[src/design/eesp_pkg.sv]
// ----------------------------------------------------------------------------
// eesp_pkg
// Shared widths, constants, command/status types and saturating arithmetic
// helpers for the energy-error step-size controller.
// ----------------------------------------------------------------------------
package eesp_pkg;

    localparam int W     = 48;             // word width
    localparam int F     = 32;             // fraction bits
    localparam int H     = W / 2;          // multiplier half width
    localparam int DN    = W + F;          // dividend width / divider steps
    localparam int DCW   = $clog2(DN);
    localparam int MCW   = 2;
    localparam int FIN_W = (W + F + 1 > 2 * W - F) ? W + F + 1 : 2 * W - F;
    localparam int ADDR_W = 6;
    localparam int DATA_W = 64;

    localparam longint unsigned ONE_Q = 64'd1 << F;

    localparam logic [W-1:0] MAXV     = {1'b0, {(W-1){1'b1}}};
    localparam logic [W-1:0] MINV     = {1'b1, {(W-1){1'b0}}};
    localparam logic [W-1:0] ONE_W    = W'(ONE_Q);
    localparam logic [W-1:0] TINY_Q   = W'((ONE_Q + 64'd500000000000) / 64'd1000000000000);
    localparam logic [W-1:0] MIN_STEP = W'((ONE_Q + 64'd500000) / 64'd1000000);
    localparam logic [W-1:0] DT_RESET = W'((ONE_Q + 64'd50) / 64'd100);
    localparam logic [W-2:0] STEP_RESET = (W-1)'((ONE_Q + 64'd500) / 64'd1000);

    typedef enum logic [2:0] {
        REG_GAIN_PROP     = 3'd0,
        REG_GAIN_INTEG    = 3'd1,
        REG_GAIN_DERIV    = 3'd2,
        REG_INTEG_FLOOR   = 3'd3,
        REG_INTEG_CEILING = 3'd4,
        REG_PID_INTERVAL  = 3'd5,
        REG_ENERGY_GOAL   = 3'd6,
        REG_START_STEP    = 3'd7
    } t_reg;

    typedef enum logic [3:0] {
        OP_NONE,
        OP_START,
        OP_DIV_STEP,
        OP_ERR_FIN,
        OP_MUL_START,
        OP_MUL_STEP,
        OP_INTEG,
        OP_CLAMP,
        OP_DER_START,
        OP_DER_FIN,
        OP_CORR_SET,
        OP_CORR_ADD,
        OP_STEP
    } t_op;

    typedef enum logic [1:0] {
        MSEL_EDT,
        MSEL_P,
        MSEL_I,
        MSEL_D
    } t_msel;

    typedef struct packed {
        t_op   op;
        t_msel msel;
    } t_cmd;

    typedef struct packed {
        logic mul_last;
        logic div_last;
        logic dt_pos;
    } t_stat;

    typedef struct packed {
        logic [W-1:0] gain_prop;
        logic [W-1:0] gain_integ;
        logic [W-1:0] gain_deriv;
        logic [W-1:0] integ_floor;
        logic [W-1:0] integ_ceiling;
        logic [W-1:0] pid_interval;
        logic [W-1:0] energy_goal;
        logic [W-2:0] start_step;
        logic         step_load;
    } t_cfg;

    typedef struct packed {
        logic [W-1:0] v;
        logic         sat;
    } t_sres;

    function automatic logic [W-1:0] mag(input logic [W-1:0] a);
        return a[W-1] ? (~a + W'(1)) : a;
    endfunction

    function automatic t_sres sat_add(input logic [W-1:0] a, input logic [W-1:0] b);
        logic [W:0] s;
        t_sres      r;
        s = {a[W-1], a} + {b[W-1], b};
        if (s[W] != s[W-1]) begin
            r.v   = s[W] ? MINV : MAXV;
            r.sat = 1'b1;
        end else begin
            r.v   = s[W-1:0];
            r.sat = 1'b0;
        end
        return r;
    endfunction

    function automatic t_sres sat_sub(input logic [W-1:0] a, input logic [W-1:0] b);
        logic [W:0] s;
        t_sres      r;
        s = {a[W-1], a} - {b[W-1], b};
        if (s[W] != s[W-1]) begin
            r.v   = s[W] ? MINV : MAXV;
            r.sat = 1'b1;
        end else begin
            r.v   = s[W-1:0];
            r.sat = 1'b0;
        end
        return r;
    endfunction

    // magnitude plus sign back to a saturated two's complement word
    function automatic t_sres fin(input logic [FIN_W-1:0] m, input logic neg);
        logic [FIN_W-1:0] lim;
        t_sres            r;
        lim = neg ? FIN_W'(MINV) : FIN_W'(MAXV);
        if (m > lim) begin
            r.v   = neg ? MINV : MAXV;
            r.sat = 1'b1;
        end else begin
            r.v   = neg ? (~m[W-1:0] + W'(1)) : m[W-1:0];
            r.sat = 1'b0;
        end
        return r;
    endfunction

endpackage

[src/design/eesp_ctrl.sv]
// ----------------------------------------------------------------------------
// eesp_ctrl
// Sequencer: steps the datapath through division, PID terms and step update.
// ----------------------------------------------------------------------------
module eesp_ctrl import eesp_pkg::*; (
    input  logic  i_clk,
    input  logic  i_rst_n,
    input  logic  i_in_valid,
    output logic  o_in_ready,
    output logic  o_out_valid,
    input  logic  i_out_ready,
    input  t_stat i_stat,
    output t_cmd  o_cmd
);

    typedef enum logic [19:0] {
        S_IDLE   = 20'h00001,
        S_DIV_E  = 20'h00002,
        S_ERR    = 20'h00004,
        S_MS_EDT = 20'h00008,
        S_MW_EDT = 20'h00010,
        S_INTEG  = 20'h00020,
        S_CLAMP  = 20'h00040,
        S_DS_D   = 20'h00080,
        S_DW_D   = 20'h00100,
        S_DERIV  = 20'h00200,
        S_MS_P   = 20'h00400,
        S_MW_P   = 20'h00800,
        S_CORR_P = 20'h01000,
        S_MS_I   = 20'h02000,
        S_MW_I   = 20'h04000,
        S_CORR_I = 20'h08000,
        S_MS_D   = 20'h10000,
        S_MW_D   = 20'h20000,
        S_CORR_D = 20'h40000,
        S_STEP   = 20'h80000
    } t_state;

    t_state r_state, n_state;
    logic   r_out_valid, n_out_valid;

    always_comb begin
        n_state     = r_state;
        n_out_valid = r_out_valid && !i_out_ready;
        o_cmd.op    = OP_NONE;
        o_cmd.msel  = MSEL_EDT;
        o_in_ready  = 1'b0;
        case (r_state)
            S_IDLE: begin
                o_in_ready = 1'b1;
                if (i_in_valid) begin
                    o_cmd.op = OP_START;
                    n_state  = S_DIV_E;
                end
            end
            S_DIV_E: begin
                o_cmd.op = OP_DIV_STEP;
                if (i_stat.div_last) n_state = S_ERR;
            end
            S_ERR: begin
                o_cmd.op = OP_ERR_FIN;
                n_state  = i_stat.dt_pos ? S_MS_EDT : S_STEP;
            end
            S_MS_EDT: begin
                o_cmd.op   = OP_MUL_START;
                o_cmd.msel = MSEL_EDT;
                n_state    = S_MW_EDT;
            end
            S_MW_EDT: begin
                o_cmd.op = OP_MUL_STEP;
                if (i_stat.mul_last) n_state = S_INTEG;
            end
            S_INTEG: begin
                o_cmd.op = OP_INTEG;
                n_state  = S_CLAMP;
            end
            S_CLAMP: begin
                o_cmd.op = OP_CLAMP;
                n_state  = S_DS_D;
            end
            S_DS_D: begin
                o_cmd.op = OP_DER_START;
                n_state  = S_DW_D;
            end
            S_DW_D: begin
                o_cmd.op = OP_DIV_STEP;
                if (i_stat.div_last) n_state = S_DERIV;
            end
            S_DERIV: begin
                o_cmd.op = OP_DER_FIN;
                n_state  = S_MS_P;
            end
            S_MS_P: begin
                o_cmd.op   = OP_MUL_START;
                o_cmd.msel = MSEL_P;
                n_state    = S_MW_P;
            end
            S_MW_P: begin
                o_cmd.op = OP_MUL_STEP;
                if (i_stat.mul_last) n_state = S_CORR_P;
            end
            S_CORR_P: begin
                o_cmd.op = OP_CORR_SET;
                n_state  = S_MS_I;
            end
            S_MS_I: begin
                o_cmd.op   = OP_MUL_START;
                o_cmd.msel = MSEL_I;
                n_state    = S_MW_I;
            end
            S_MW_I: begin
                o_cmd.op = OP_MUL_STEP;
                if (i_stat.mul_last) n_state = S_CORR_I;
            end
            S_CORR_I: begin
                o_cmd.op = OP_CORR_ADD;
                n_state  = S_MS_D;
            end
            S_MS_D: begin
                o_cmd.op   = OP_MUL_START;
                o_cmd.msel = MSEL_D;
                n_state    = S_MW_D;
            end
            S_MW_D: begin
                o_cmd.op = OP_MUL_STEP;
                if (i_stat.mul_last) n_state = S_CORR_D;
            end
            S_CORR_D: begin
                o_cmd.op = OP_CORR_ADD;
                n_state  = S_STEP;
            end
            S_STEP: begin
                // wait for the output register to free up
                if (!r_out_valid || i_out_ready) begin
                    o_cmd.op    = OP_STEP;
                    n_out_valid = 1'b1;
                    n_state     = S_IDLE;
                end
            end
            default: n_state = S_IDLE;
        endcase
    end

    always_ff @(posedge i_clk) begin
        if (!i_rst_n) begin
            r_state     <= S_IDLE;
            r_out_valid <= 1'b0;
        end else begin
            r_state     <= n_state;
            r_out_valid <= n_out_valid;
        end
    end

    assign o_out_valid = r_out_valid;

endmodule

[config.mk]
export PLATFORM = sky130hd
export DESIGN_NAME = eesp_ctrl
export DESIGN_NICKNAME = d
export VERILOG_FILES = /design/src/design/eesp_pkg.sv /design/src/design/eesp_ctrl.sv
export SDC_FILE = /design/constraint.sdc
export NUM_CORES = 1
export LEC_CHECK = 0
export BUFFER_PORTS_ARGS = -buffer_cell sky130_fd_sc_hd__buf_2
export CAP_MARGIN = 10
export CORE_ASPECT_RATIO = 1.2
export CORE_MARGIN = 2
export CORE_UTILIZATION = 56
export DETAILED_ROUTE_END_ITERATION = 12
export GPL_TIMING_DRIVEN = 0
export PLACE_DENSITY_LB_ADDON = 0.05
export SLEW_MARGIN = 20
export SYNTH_ARGS = -nofsm -noshare
export SYNTH_HDL_FRONTEND = slang
export SYNTH_SLANG_ARGS = --single-unit
export TNS_END_PERCENT = 100
[constraint.sdc]
create_clock -name i_clk -period 2.65 [get_ports i_clk]
set_input_delay 0.265 -clock i_clk [delete_from_list [all_inputs] [get_ports i_clk]]
set_output_delay 0.265 -clock i_clk [all_outputs]
set_load 0.01 [all_outputs]
After elaboration in Yosys (flattened, before gate mapping)
Cells that the tools add are included.
{"block": "totals", "output_inout_bits": 8, "register_bits": 21, "in_bits": 7}
{"block": "op_classes", "eq_ne": 28, "mux": 17, "reduce_logical": 9}
{"cell": "$pmux W20 S20", "n": 1}
{"cell": "$mux W20", "n": 9}
{"cell": "$pmux W4 S12", "n": 1}
{"cell": "$eq A20 B1 Y1 const B", "n": 1}
{"cell": "$eq A20 B10 Y1 const B", "n": 1}
{"cell": "$eq A20 B11 Y1 const B", "n": 1}
{"cell": "$eq A20 B12 Y1 const B", "n": 1}
{"cell": "$eq A20 B13 Y1 const B", "n": 1}
{"cell": "$eq A20 B14 Y1 const B", "n": 1}
{"cell": "$eq A20 B15 Y1 const B", "n": 1}
{"cell": "$eq A20 B16 Y1 const B", "n": 1}
{"cell": "$eq A20 B17 Y1 const B", "n": 1}
{"cell": "$eq A20 B18 Y1 const B", "n": 1}
{"cell": "$eq A20 B19 Y1 const B", "n": 1}
{"cell": "$eq A20 B2 Y1 const B", "n": 1}
{"cell": "$eq A20 B20 Y1 const B", "n": 1}
{"cell": "$eq A20 B3 Y1 const B", "n": 1}
{"cell": "$eq A20 B4 Y1 const B", "n": 1}
{"cell": "$eq A20 B5 Y1 const B", "n": 1}
{"cell": "$eq A20 B6 Y1 const B", "n": 1}
{"cell": "$eq A20 B7 Y1 const B", "n": 1}
{"cell": "$eq A20 B8 Y1 const B", "n": 1}
{"cell": "$eq A20 B9 Y1 const B", "n": 1}
{"cell": "$ne A2 B2 Y1 const B", "n": 8}
{"cell": "9 further kinds", "n": 15}

Depth between registers and ports, before layout
{"block": "depth", "ltp_word": 4, "mapped_depth": 8, "depth_no_buf": 6}

Worst setup path after synthesis
OpenSTA, ideal clock, no wires.
{"block": "synth_timing", "kind": "register to register", "start": "reg r_state[8]", "end": "reg r_state[9]", "arrival_ns": 2.104, "t_required_ns": 2.532, "n_path_buf": 2, "path_stages_with_launch": 9, "slack_ns": 0.427, "setup_time_ns": 0.118, "path_cell_list": "dfxtp_1 -> or4_1 -> buf_6 -> nor4_4 -> nand4b_2 -> a41oi_2 -> or4b_1 -> buf_6 -> nor2_1"}
{"block": "synth_between", "elab_chain_len": 3}
{"element": "start, declared", "line": "eesp_ctrl.sv:39", "text": "t_state r_state, n_state;"}
{"element": "start signal, assigned", "line": "eesp_ctrl.sv:149", "text": "r_state <= n_state;"}
{"element": "$eq A20 B20 Y1, or another cell as far along", "line": "eesp_ctrl.sv:48", "text": "case (r_state)"}
{"element": "$ne A2 B2 Y1 (no source line)"}
{"element": "$reduce_and A8 Y1 (no source line)"}
Parallel ways exist; a longest one is shown, timed or not.
A chain may end at the register's enable or synchronous reset.

==> metrics.yaml <==
start_util_pct: 59.0
violations: "negative setup slack"
path_class: "reg -> out"
period_share_pct: 101
grt.overflow.total: 0
leakage_nw: 0.682
std_cell_rows: 18
cts_sinks: 21
final.setup.tns_ns: -0.0745
ys_ff_latch: 21
io_pins: 15
final_nets: 187
synth.distinct_cells: 42
holdWs_ns: 0.164
grt_max_degree: 12
syn_area_um2: 1220
finalHoldViolCount: 0
startpoint_type: "register"
hp-class: "in -> reg"
cts-root-buf: "clkbuf_4"
crit_required_ns: 2.38
crit_arrival_ns: 2.42
slew_violations: 0
areaGrowthSynthToFinish_pct: 31.4
rsz0062_at_grt: "yes"
cts_buffers: 3
htree_levels: 1
drc: 0
avgSynthCellArea_um2: 8.73
path_max_fanout: 5
synth_fp_nets: 147
synth_edf_count: 0
nFillCells: 156
ys_top_cells_by_area: "dfxtp_1, nand4b_1, nor2_1"
tightest_slew_ns: 0.475
outcome: "finished, violations left"
coreArea_um2: 2070
yosysWarnings: 0
fin_ws_ns: -0.0312
synth_seq_area_share_pct: 34.4
grt_first_pass_wirelength_mm: 4.91
yosysTopAreaCellShare_pct: 34.4
drt_pass1_iterations: 5
seq_area_um2: 435
period_minus_slack_ns: 2.68
gp_congestion: 0.903
pre_cts_ws_ns: 0.0680
max_freq_ghz: 0.373
layout-drive-gt1-share_pct: 41.3
power_density_nw_per_um2: 391
vias: 1329
n_antenna_cell: 0
cp-end-kind: "output port"
final-setup-viol-count: 3
yosys.area.top_type: "dfxtp_1"
insertion_delay_ns: 0.32
skew_ns: 0.0129
grt_pass1_vias: 1095
die_w_um: 46.7
clock_path_buffers: 2
async_flop_share_pct: 0
vias_per_cell: 6.36
synth_flop_cell: "dfxtp_1"
clk_pin_slew_ns: 0.11
finalWirelength_mm: 3.66
die-height_um: 55.2
drv_cap: 0
cts_hold_buf: 0
dieArea_um2: 2570
multi_input_area_um2: 825
cts_tree: "done"
slew-limit-headroom_pct: 68.3
synthCells: 140
drtIter0Drc: 87
dp_hpwl_mm: 2.37
portBuffers: 14
vdd_drop_max_mv: 0.385
wire_per_inst_um: 17.5
drtAntennaViolNets: 0
utilization_pct: 77.5
track_usage_pct: 27.3
antenna_found_initial: 0
[power breakdown]
group	switching (mW)	internal (mW)
clock network	0.106	0.0590
logic	0.0747	0.0664
registers	0.00408	0.318
total	0.184	0.444
[cell usage in the layout (no fill, tap or decap), drive strengths merged, types with 5 or more instances in the layout]
| master | netlist | layout |
|---|---|---|
| nor3 | 8 | 8 |
| nand4b | 12 | 12 |
| a21boi | 7 | 7 |
| nor2 | 23 | 23 |
| or4 | 6 | 6 |
| o31ai | 6 | 6 |
| buf | 3 | 37 |
| clkbuf | 1 | 6 |
| dfxtp | 21 | 21 |
| nand2 | 13 | 13 |
| nor4 | 5 | 5 |
[layer usage]
| metal | wire, um | up-vias | global-route usage (%) |
|---|---|---|---|
| li1 | - | 616 | - |
| met3 | 254 | 11 | 3.90 |
| met5 | 0 | - | 0 |
| met2 | 1910 | 77 | 44.4 |
| met4 | 82 | 0 | 12.0 |
| met1 | 1410 | 625 | 35.7 |
[worst max-delay path: stages (launching register included)]
cell and delay, ns:
dfxtp_4 0.36, or4_4 0.58, nor3_4 0.31, nand4b_1 0.28, nand4_1 0.26, nor2_1 0.08, o2111ai_2 0.08, buf_2 0.16
[final timing paths]
path	start	to	slack, ns	cells past startpoint
max	r_state[1]	o_cmd[4]	-0.03	7
max reg2reg	r_state[9]	r_state[9]	0.05	9
min reg2reg	r_state[4]	r_state[4]	0.52	2
min	i_stat[0]	r_state[3]	0.16	3
[synth_stat cells, drive strengths merged (3+ instances only)]
master  instances
nand2          13
or4             6
and3            3
a21boi          7
nor3            8
buf             3
nor2           23
dfxtp          21
nand4           4
a21oi           4
o31ai           6
nor4            5
nand4b         12
[sequential cells by signal (all words and copies together) (netlist names)]
register,cells
r_state,20
o_out_valid,1
[cell type report]
class	instances	area share, %
inverters	2	0.467
clock buffers	4	1.64
multi-input cells	113	51.3
plain buffers	3	1.40
repair buffers	36	15.7
well taps	30	2.34
flip-flops and latches	21	27.1
[per-stage QoR]
stage                     cell area [um^2]  total power [mW]  cells
after floorplan                       1220             0.406    140
after global placement                1330             0.432    184
after detailed placement              1330             0.435    184
after CTS                             1430             0.603    195
after global routing                  1610             0.652    209
final                                 1610             0.628    209
[cells by family (layout without fill, tap and decap cells)]
family / after synthesis / after routing / synth area share, %
AND/OR/NAND/NOR: 90 / 90 / 47.9
AO/OA/AOI/OAI: 23 / 23 / 14.5
flip-flops: 21 / 21 / 34.4
buffers and inverters: 6 / 45 / 3.17
[timing repair]
action	CTS	global route
pin swaps	7	17
hold endpoints to repair	0	0
buffers inserted	7	15
endpoints found under the setup margin	3	14
resized for setup	7	22
(Power assumes the default switching activity.)
