**src/design/eesp_pkg.sv**
```systemverilog
// ----------------------------------------------------------------------------
// eesp_pkg
// Shared widths, constants, command/status types and saturating arithmetic
// helpers for the energy-error step-size controller.
// ----------------------------------------------------------------------------
package eesp_pkg;

    localparam int W     = 48;             // word width
    localparam int F     = 32;             // fraction bits
    localparam int H     = W / 2;          // multiplier half width
    localparam int DN    = W + F;          // dividend width / divider steps
    localparam int DCW   = $clog2(DN);
    localparam int MCW   = 2;
    localparam int FIN_W = (W + F + 1 > 2 * W - F) ? W + F + 1 : 2 * W - F;
    localparam int ADDR_W = 6;
    localparam int DATA_W = 64;

    localparam longint unsigned ONE_Q = 64'd1 << F;

    localparam logic [W-1:0] MAXV     = {1'b0, {(W-1){1'b1}}};
    localparam logic [W-1:0] MINV     = {1'b1, {(W-1){1'b0}}};
    localparam logic [W-1:0] ONE_W    = W'(ONE_Q);
    localparam logic [W-1:0] TINY_Q   = W'((ONE_Q + 64'd500000000000) / 64'd1000000000000);
    localparam logic [W-1:0] MIN_STEP = W'((ONE_Q + 64'd500000) / 64'd1000000);
    localparam logic [W-1:0] DT_RESET = W'((ONE_Q + 64'd50) / 64'd100);
    localparam logic [W-2:0] STEP_RESET = (W-1)'((ONE_Q + 64'd500) / 64'd1000);

    typedef enum logic [2:0] {
        REG_GAIN_PROP     = 3'd0,
        REG_GAIN_INTEG    = 3'd1,
        REG_GAIN_DERIV    = 3'd2,
        REG_INTEG_FLOOR   = 3'd3,
        REG_INTEG_CEILING = 3'd4,
        REG_PID_INTERVAL  = 3'd5,
        REG_ENERGY_GOAL   = 3'd6,
        REG_START_STEP    = 3'd7
    } t_reg;

    typedef enum logic [3:0] {
        OP_NONE,
        OP_START,
        OP_DIV_STEP,
        OP_ERR_FIN,
        OP_MUL_START,
        OP_MUL_STEP,
        OP_INTEG,
        OP_CLAMP,
        OP_DER_START,
        OP_DER_FIN,
        OP_CORR_SET,
        OP_CORR_ADD,
        OP_STEP
    } t_op;

    typedef enum logic [1:0] {
        MSEL_EDT,
        MSEL_P,
        MSEL_I,
        MSEL_D
    } t_msel;

    typedef struct packed {
        t_op   op;
        t_msel msel;
    } t_cmd;

    typedef struct packed {
        logic mul_last;
        logic div_last;
        logic dt_pos;
    } t_stat;

    typedef struct packed {
        logic [W-1:0] gain_prop;
        logic [W-1:0] gain_integ;
        logic [W-1:0] gain_deriv;
        logic [W-1:0] integ_floor;
        logic [W-1:0] integ_ceiling;
        logic [W-1:0] pid_interval;
        logic [W-1:0] energy_goal;
        logic [W-2:0] start_step;
        logic         step_load;
    } t_cfg;

    typedef struct packed {
        logic [W-1:0] v;
        logic         sat;
    } t_sres;

    function automatic logic [W-1:0] mag(input logic [W-1:0] a);
        return a[W-1] ? (~a + W'(1)) : a;
    endfunction

    function automatic t_sres sat_add(input logic [W-1:0] a, input logic [W-1:0] b);
        logic [W:0] s;
        t_sres      r;
        s = {a[W-1], a} + {b[W-1], b};
        if (s[W] != s[W-1]) begin
            r.v   = s[W] ? MINV : MAXV;
            r.sat = 1'b1;
        end else begin
            r.v   = s[W-1:0];
            r.sat = 1'b0;
        end
        return r;
    endfunction

    function automatic t_sres sat_sub(input logic [W-1:0] a, input logic [W-1:0] b);
        logic [W:0] s;
        t_sres      r;
        s = {a[W-1], a} - {b[W-1], b};
        if (s[W] != s[W-1]) begin
            r.v   = s[W] ? MINV : MAXV;
            r.sat = 1'b1;
        end else begin
            r.v   = s[W-1:0];
            r.sat = 1'b0;
        end
        return r;
    endfunction

    // magnitude plus sign back to a saturated two's complement word
    function automatic t_sres fin(input logic [FIN_W-1:0] m, input logic neg);
        logic [FIN_W-1:0] lim;
        t_sres            r;
        lim = neg ? FIN_W'(MINV) : FIN_W'(MAXV);
        if (m > lim) begin
            r.v   = neg ? MINV : MAXV;
            r.sat = 1'b1;
        end else begin
            r.v   = neg ? (~m[W-1:0] + W'(1)) : m[W-1:0];
            r.sat = 1'b0;
        end
        return r;
    endfunction

endpackage

```
**src/design/eesp_dp.sv**
```systemverilog
// ----------------------------------------------------------------------------
// eesp_dp
// Datapath: shared 24x24 multiply-accumulate, bit-serial restoring divider,
// PID state and the result register.
// ----------------------------------------------------------------------------
module eesp_dp import eesp_pkg::*; (
    input  logic         i_clk,
    input  logic         i_rst_n,
    input  t_cmd         i_cmd,
    output t_stat        o_stat,
    input  t_cfg         i_cfg,
    input  logic [W-1:0] i_energy,
    output logic [W-2:0] o_step_next,
    output logic [W-1:0] o_error_normalized,
    output logic         o_step_floored,
    output logic         o_integ_clamped,
    output logic         o_value_saturated
);

    // PID state
    logic [W-1:0] r_integ, r_prior, r_step;
    // per-item working values
    logic [W-1:0] r_err, r_deriv, r_corr;
    logic         r_sat, r_clamped;
    // multiplier
    logic [W-1:0]   r_ma, r_mb;
    logic           r_mneg;
    logic [2*W-1:0] r_mprod;
    logic [MCW-1:0] r_mcnt;
    // divider
    logic [DN-1:0]  r_dn, r_dq;
    logic [W-1:0]   r_drem, r_dden;
    logic           r_dneg;
    logic [DCW-1:0] r_dcnt;
    // result register
    logic [W-2:0] r_o_step;
    logic [W-1:0] r_o_err;
    logic         r_o_floored, r_o_clamped, r_o_sat;

    logic [H-1:0]   m_ah, m_bh;
    logic [2*H-1:0] m_pp;
    logic [2*W-1:0] m_ppx, m_rnd;
    t_sres          mul_res, div_res;
    logic           d_round;
    logic [W:0]     d_rem2, d_diff;

    logic [W-1:0] s_scale, s_emag, s_gmag, s_norm;
    t_sres        s_diff;
    logic [W-1:0] m_a, m_b;
    t_sres        t_add, t_sub, t_step;
    logic [W-1:0] c_val;
    logic         c_hit;

    // partial product for the current quarter
    always_comb begin
        m_ah  = r_mcnt[1] ? r_ma[W-1:H] : r_ma[H-1:0];
        m_bh  = r_mcnt[0] ? r_mb[W-1:H] : r_mb[H-1:0];
        m_pp  = m_ah * m_bh;
        m_ppx = (2*W)'(m_pp);
        case (r_mcnt)
            2'd0:    m_ppx = m_ppx;
            2'd3:    m_ppx = m_ppx << W;
            default: m_ppx = m_ppx << H;
        endcase
        m_rnd   = r_mprod + ((2*W)'(1) << (F - 1));
        mul_res = fin(FIN_W'(m_rnd >> F), r_mneg);
    end

    // divider step and rounding
    always_comb begin
        d_rem2  = {r_drem, r_dn[DN-1]};
        d_diff  = d_rem2 - {1'b0, r_dden};
        d_round = (r_drem >= (r_dden - r_drem));
        div_res = fin(FIN_W'(r_dq) + FIN_W'(d_round), r_dneg);
    end

    // error scale from the incoming item
    always_comb begin
        s_emag  = mag(i_energy);
        s_gmag  = mag(i_cfg.energy_goal);
        s_scale = (s_gmag > s_emag) ? s_gmag : s_emag;
        s_norm  = (s_scale == '0 || s_scale < TINY_Q) ? ONE_W : s_scale;
        s_diff  = sat_sub(i_energy, i_cfg.energy_goal);
    end

    always_comb begin
        case (i_cmd.msel)
            MSEL_EDT: begin m_a = r_err;             m_b = i_cfg.pid_interval; end
            MSEL_P:   begin m_a = i_cfg.gain_prop;   m_b = r_err;              end
            MSEL_I:   begin m_a = i_cfg.gain_integ;  m_b = r_integ;            end
            MSEL_D:   begin m_a = i_cfg.gain_deriv;  m_b = r_deriv;            end
            default:  begin m_a = r_err;             m_b = i_cfg.pid_interval; end
        endcase
        t_add  = sat_add((i_cmd.op == OP_INTEG) ? r_integ : r_corr, mul_res.v);
        t_sub  = sat_sub(r_err, r_prior);
        t_step = sat_add(r_step, r_corr);
        c_val  = r_integ;
        c_hit  = 1'b0;
        if ($signed(c_val) < $signed(i_cfg.integ_floor)) begin
            c_val = i_cfg.integ_floor;
            c_hit = 1'b1;
        end
        if ($signed(c_val) > $signed(i_cfg.integ_ceiling)) begin
            c_val = i_cfg.integ_ceiling;
            c_hit = 1'b1;
        end
    end

    // PID state registers
    always_ff @(posedge i_clk) begin
        if (!i_rst_n) begin
            r_integ <= '0;
            r_prior <= '0;
            r_step  <= W'(STEP_RESET);
        end else begin
            if (i_cfg.step_load) r_step <= W'(i_cfg.start_step);
            case (i_cmd.op)
                OP_INTEG:     r_integ <= t_add.v;
                OP_CLAMP:     r_integ <= c_val;
                OP_DER_START: r_prior <= r_err;
                OP_STEP: begin
                    if ($signed(t_step.v) < $signed(MIN_STEP)) r_step <= MIN_STEP;
                    else r_step <= t_step.v;
                end
                default: ;
            endcase
        end
    end

    // working registers, multiplier, divider, result
    always_ff @(posedge i_clk) begin
        case (i_cmd.op)
            OP_START: begin
                r_sat     <= s_diff.sat;
                r_clamped <= 1'b0;
                r_corr    <= '0;
                r_dn      <= {mag(s_diff.v), {F{1'b0}}};
                r_dq      <= '0;
                r_drem    <= '0;
                r_dden    <= s_norm;
                r_dneg    <= s_diff.v[W-1];
                r_dcnt    <= '0;
            end
            OP_DIV_STEP: begin
                r_dn   <= r_dn << 1;
                r_dcnt <= r_dcnt + DCW'(1);
                if (!d_diff[W]) begin
                    r_drem <= d_diff[W-1:0];
                    r_dq   <= {r_dq[DN-2:0], 1'b1};
                end else begin
                    r_drem <= d_rem2[W-1:0];
                    r_dq   <= {r_dq[DN-2:0], 1'b0};
                end
            end
            OP_ERR_FIN: begin
                r_err <= div_res.v;
                r_sat <= r_sat | div_res.sat;
            end
            OP_MUL_START: begin
                r_ma    <= mag(m_a);
                r_mb    <= mag(m_b);
                r_mneg  <= m_a[W-1] ^ m_b[W-1];
                r_mprod <= '0;
                r_mcnt  <= '0;
            end
            OP_MUL_STEP: begin
                r_mprod <= r_mprod + m_ppx;
                r_mcnt  <= r_mcnt + MCW'(1);
            end
            OP_INTEG: r_sat <= r_sat | mul_res.sat | t_add.sat;
            OP_CLAMP: r_clamped <= c_hit;
            OP_DER_START: begin
                r_sat  <= r_sat | t_sub.sat;
                r_dn   <= {mag(t_sub.v), {F{1'b0}}};
                r_dq   <= '0;
                r_drem <= '0;
                r_dden <= i_cfg.pid_interval;
                r_dneg <= t_sub.v[W-1];
                r_dcnt <= '0;
            end
            OP_DER_FIN: begin
                r_deriv <= div_res.v;
                r_sat   <= r_sat | div_res.sat;
            end
            OP_CORR_SET: begin
                r_corr <= mul_res.v;
                r_sat  <= r_sat | mul_res.sat;
            end
            OP_CORR_ADD: begin
                r_corr <= t_add.v;
                r_sat  <= r_sat | mul_res.sat | t_add.sat;
            end
            OP_STEP: begin
                if ($signed(t_step.v) < $signed(MIN_STEP)) begin
                    r_o_step    <= MIN_STEP[W-2:0];
                    r_o_floored <= 1'b1;
                end else begin
                    r_o_step    <= t_step.v[W-2:0];
                    r_o_floored <= 1'b0;
                end
                r_o_err     <= r_err;
                r_o_clamped <= r_clamped;
                r_o_sat     <= r_sat | t_step.sat;
            end
            default: ;
        endcase
    end

    assign o_stat.mul_last = (r_mcnt == {MCW{1'b1}});
    assign o_stat.div_last = (r_dcnt == DCW'(DN - 1));
    assign o_stat.dt_pos   = !i_cfg.pid_interval[W-1] && (i_cfg.pid_interval != '0);

    assign o_step_next        = r_o_step;
    assign o_error_normalized = r_o_err;
    assign o_step_floored     = r_o_floored;
    assign o_integ_clamped    = r_o_clamped;
    assign o_value_saturated  = r_o_sat;

endmodule

```
**config.mk**
```make
export PLATFORM = sky130hd
export DESIGN_NAME = eesp_dp
export DESIGN_NICKNAME = d
export VERILOG_FILES = /design/src/design/eesp_pkg.sv /design/src/design/eesp_dp.sv
export SDC_FILE = /design/constraint.sdc
export NUM_CORES = 2
export LEC_CHECK = 0
export BUFFER_PORTS_ARGS = -buffer_cell sky130_fd_sc_hd__buf_2
export CORE_AREA = 2 2 409 817
export DETAILED_ROUTE_END_ITERATION = 8
export DIE_AREA = 0 0 411 819
export PLACE_DENSITY = 0.49
export SKIP_CTS_REPAIR_TIMING = 1
export SYNTH_ARGS = -nofsm -noshare
export SYNTH_HDL_FRONTEND = slang
export SYNTH_SLANG_ARGS = --single-unit
export TNS_END_PERCENT = 5
```
**constraint.sdc**
```tcl
create_clock -name i_clk -period 27.9 [get_ports i_clk]
set_input_delay 5.58 -clock i_clk [delete_from_list [all_inputs] [get_ports i_clk]]
set_output_delay 5.58 -clock i_clk [all_outputs]
set_load 0.005 [all_outputs]
```
Word level (Yosys, flattened, before mapping)
Cells that the tools add are included.
- output and inout port bits: 101
- register bits: 847
- input port bits: 440
- equal/unequal tests: 21
- multipliers: 1
- reduce and logical (&&, ||, !) cells: 19
- muxes and demuxes: 52
- order comparisons: 8
- bitwise operators: 14
- $add $sub $neg: 19
- operators with widths (operator ; number):
    $mux 48 ; 23
    $add 48x1->48 const B ; 8
    $not 48->48 ; 8
    $pmux 48 s4 ; 2
    $pmux 96 s2 ; 2
    $mux 49 ; 6
    $pmux 48 s2 ; 3
    $pmux 80 s3 ; 1
    $pmux 80 s2 ; 1
    $pmux 48 s3 ; 1
    $add 48x48->49 ; 2
    $sub 48x48->49 ; 2
    $add 96x32->96 const B ; 1
    $add 96x96->96 ; 1
    $gt 48x48->1 ; 2
    $mux 47 ; 2
    $add 80x1->81 ; 1
    $gt 81x48->1 ; 1
    $gt 64x48->1 ; 1
    $sub 49x48->49 ; 1
    $ge 48x48->1 ; 1
    $logic_not 48->1 ; 1
    $lt 48x1->1 const B ; 1
    $lt 48x14->1 const B ; 1
    other kinds (30) ; 61

Depth between registers and ports, before layout
- depth after elaboration: 10
- mapped depth: 55
- mapped depth without buffers: 52

Least setup slack after synthesis
No wires, ideal clock.
- kind: input to register
- start: input i_cmd[2] (netlist name)
- end: register r_ma[0] (enable)
- data required time: 27229 ps
- library setup time: 671 ps
- data arrival time: 12840 ps
- buffers on the path: 3
- slack: 14389 ps
- stages: 4
- cell sequence: clkbuf_1 clkbuf_1 clkbuf_1 nor3_1
- longest elaborated chain between the ends: 1
- ends and longest elaborated chain (element ; line ; text):
    start: declaration ; eesp_dp.sv:9 ; input t_cmd i_cmd,
    $eq 4x3->1 ; eesp_dp.sv:132 ; case (i_cmd.op)
    end signal: assignment ; eesp_dp.sv:160 ; r_ma <= mag(m_a);
    end: declaration ; eesp_dp.sv:26 ; logic [W-1:0] r_ma, r_mb;
No other way between the ends.
A chain may end at the register's enable or synchronous reset.

Worst setup path in the final report
- start: input i_cmd[4] (netlist name)
- end: register r_integ[44]
- longest elaborated chain between the ends: 6
- ends and longest elaborated chain (element ; line ; text):
    $eq 4x3->1 ; eesp_dp.sv:94, eesp_dp.sv:117 ;
    $mux 48 ; eesp_dp.sv:94 ; t_add = sat_add((i_cmd.op == OP_INTEG) ? r_integ : r_corr, mul_res.v);
    $add 48x48->49 ; eesp_pkg.sv:97 ; s = {a[W-1], a} + {b[W-1], b};
    $mux 48 or $ne 1x1->1 (tied branches) ; eesp_pkg.sv:99, eesp_pkg.sv:98 ;
    $mux 49 ; eesp_pkg.sv:98 ; if (s[W] != s[W-1]) begin
    $pmux 48 s2 ; eesp_dp.sv:117 ; case (i_cmd.op)
    end signal: assignment ; eesp_dp.sv:118 ; OP_INTEG: r_integ <= t_add.v;
    end signal: assignment ; eesp_dp.sv:119 ; OP_CLAMP: r_integ <= c_val;
    end: declaration ; eesp_dp.sv:21 ; logic [W-1:0] r_integ, r_prior, r_step;
Several ways; a longest one is shown, not always the timed one.

==> metrics.cfg <==
[hold_path]
hold_depth=2
hp-start=r_prior[15]
hold_class=flop to flop
min_delay_worst_endpoint=r_prior[15]

[setup_path]
worstSetupStartpointType=input pin
worst_setup_path_end_kind=flop
rr_endpoint=r_integ[44]
cp.arrival_ns=15.63
path_max_fanout=66
cp_common_cell=buf_4
cp_slowest_stage_delay_ns=0.71
ff2ff_setup_slack_ns=13.94
reg2reg_from=r_mprod[34]
slowest_stage=a211oi_1
critical_path_class=input pin to flop
rr_worst_depth=42
cp_top_family=compound AO/OA/AOI/OAI gates
cp-startpoint=i_cmd[4]
cp.buffers_inverters=7
required_ns=28.53

[power]
comb_power_share_pct=78.2
sw_frac_of_total_pct=55.42
pwr-share-clk_pct=10.3
worst_ir_drop_vdd_mv=0.3532
p_int_mw=5.945
power_density_nw_per_um2=121.5
switchingPower_mw=7.391
finalPower_mw=13.34
p_seq_share_pct=11.5
p_leak_nw=47.21

[yosys]
synth_simple_gate_area_share_pct=18.23
yosys.area.top_type_share_pct=20.42
synth.area.mux_share_pct=5.975
yosysMostFrequentCell=nand2_1
syn_inst=11674
syn_area_per_cell_um2=8.451
yosys.area.top_type=edfxtp_1
synth_compound_area_share_pct=19.01
synth_area_um2=98660
synth_edf_count=671
yosys_register_bits=815
synth_fa_ha_area_share_pct=20.91
synthArstFlopShare_pct=0
ys_seq_area_share_pct=23.35
synth_top_flop_cell=edfxtp_1
syn-num-nets=13466
synth.area.top_cells=edfxtp_1 (20%), ha_1 (11%), fa_1 (9.9%)
synth_top_family_by_area=adder cells
ys.warnings.count=0
synth_xor_xnor_area_share_pct=6.196
synth_common_cells=nand2_1 (1,119), inv_1 (1,094), nor2_1 (1,089), a21oi_1 (877), ha_1 (863)
synth_cell_types=107

[global_route]
grt_pass1_wl_um=607000
grt_max_degree=98
grt_pass1_vias=88002
grt_usage_pct=24.19
grt_antenna_before_repair=51
grt_overflow=0

[clocking]
cts_tree=built
clkSlewWorstSetupHoldPaths_ns=0.06
cts_inserted_buffers=91
clock_path_buffers=3
clock-root-buffer=clkbuf_16
cts_sinks=815
clk_latency_ns=0.78
htree_levels=3

[timing]
rsz0062_at_grt=no
setup_viol=0
fmax_ghz=0.06670
slew_headroom_pct=9.700
hold_violations=0
worst_pin_slew_ns=1.320
slew_violations=0
totalNegativeSetupSlack_ns=0
final.period_utilization_pct=53.73
min_period_ns=14.99
finClkSkew_ns=0.07656

[cells_and_area]
largest_reg_flops=96
syn_to_final_growth_pct=11.27
max_flop_register=r_mprod
layout.nets=13750
top_regs=r_mprod: 96 flops, r_dq: 80 flops
drive_above_1_share_pct=10.87
fill_cells=34942

[run]
drv_cap=0

[drt]
first_iter_violations=8973
routed_wl_um=420600
wire_per_inst_um=25.60
post_drt_via_cell_ratio=5.580
firstDrtPassIters=6
num_vias=91677
ant_nets=0
drc_errors=0

[place]
port_buffers=540
place.gp.congestion=0.9696
dp_hpwl_um=338600

[status]
status=complete, no violations

[floorplan]
num_rows=299
coreArea_um2=330700
dieHeight_um=819
dieArea_um2=336600
initial_core_util_pct=29.83
io_pins=541
die_w_um=411

## cell usage in the layout, fill, tap and decap left out, drive strengths merged, types with 95 or more instances in the layout
cell       n
a31oi    111
a21o     381
fa       489
mux2i    194
nand3    238
xor2     298
o21a      95
nor3     221
xnor2    400
nor2    1092
inv     1104
a21oi    878
nor4     101
buf      732
and2     172
o21ai    597
nand4    201
nor2b    110
clkbuf   107
edfxtp   671
a211oi   102
nand2   1121
and3     137
ha       863
o22ai    103
mux2     163
dfxtp    144
## power by group through the flow
stage | logic (mW) | registers [mW] | clock network [mW]
5_1_grt | 11.2 | 1.54 | 1.44
3_5_place_dp | 10.2 | 1.56 | 0
6_report | 10.4 | 1.53 | 1.38
4_1_cts | 10.3 | 1.53 | 1.40
3_3_place_gp | 10.2 | 1.56 | 0
2_1_floorplan | 6.66 | 1.52 | 0
## tightest hold or removal path: cells and delay by family (launching register included)
family           cells  cell delay (ns)
flip-flops           1             0.31
AND/OR/NAND/NOR      1             0.05
AO/OA/AOI/OAI        1             0.05
## area by class of cell
type,count,area [um2],share of cell area (%)
multi-input combinational,9221,69620,63.42
clock buffer,107,2462,2.243
clock inverter,65,854.6,0.7785
antenna,28,70.07,0.06383
inverter,1097,4123,3.756
tap,4364,5460,4.974
timing repair buffer,732,4153,3.783
sequential,815,23030,20.98
## metrics by stage
stage          std cells  hold slack [ns]  worst slack [ns]  utilization [%]  area (um2)
2_1_floorplan      11674           0.4003             14.39                -       98660
3_3_place_gp       16229           0.4431             12.73            32.17      106400
3_5_place_dp       16229           0.4463             12.58            32.17      106400
4_1_cts            16401           0.4550             13.27            33.17      109700
5_1_grt            16403           0.4687             12.40            33.17      109700
6_report           16429           0.4536             12.91            33.19      109800
## per-layer routing
metal | part of all wire [%] | wire length, um | track usage, %
met4 | 4.9 | 20400 | 10.17
met3 | 7.3 | 30890 | 3.696
met5 | 0.026 | 109 | 0
met1 | 42 | 178200 | 31.93
met2 | 45 | 191000 | 39.17
## how the worst max path moves through the flow
| stage | slack, ns | to | cells past startpoint |
|---|---|---|---|
| floorplan | 14.39 | r_ma[0] | 4 |
| global placement | 12.73 | r_integ[44] | 31 |
| detailed placement | 12.58 | r_integ[44] | 31 |
| CTS | 13.27 | r_integ[44] | 31 |
| global route | 12.40 | r_integ[44] | 31 |
| finish | 12.91 | r_integ[44] | 31 |
## kinds of logic (layout without fill, tap and decap cells)
| logic type | after synthesis | after routing |
|---|---|---|
| AND/OR/NAND/NOR | 3777 | 3777 |
| buffers and inverters | 1638 | 2001 |
| AO/OA/AOI/OAI | 2939 | 2939 |
| adder cells (fa/ha/maj) | 1356 | 1356 |
| XOR/XNOR | 698 | 698 |
| multiplexers | 451 | 451 |
| other | 0 | 28 |
| flip-flops | 815 | 815 |
Note: power is estimated with default switching activity, not from simulation.
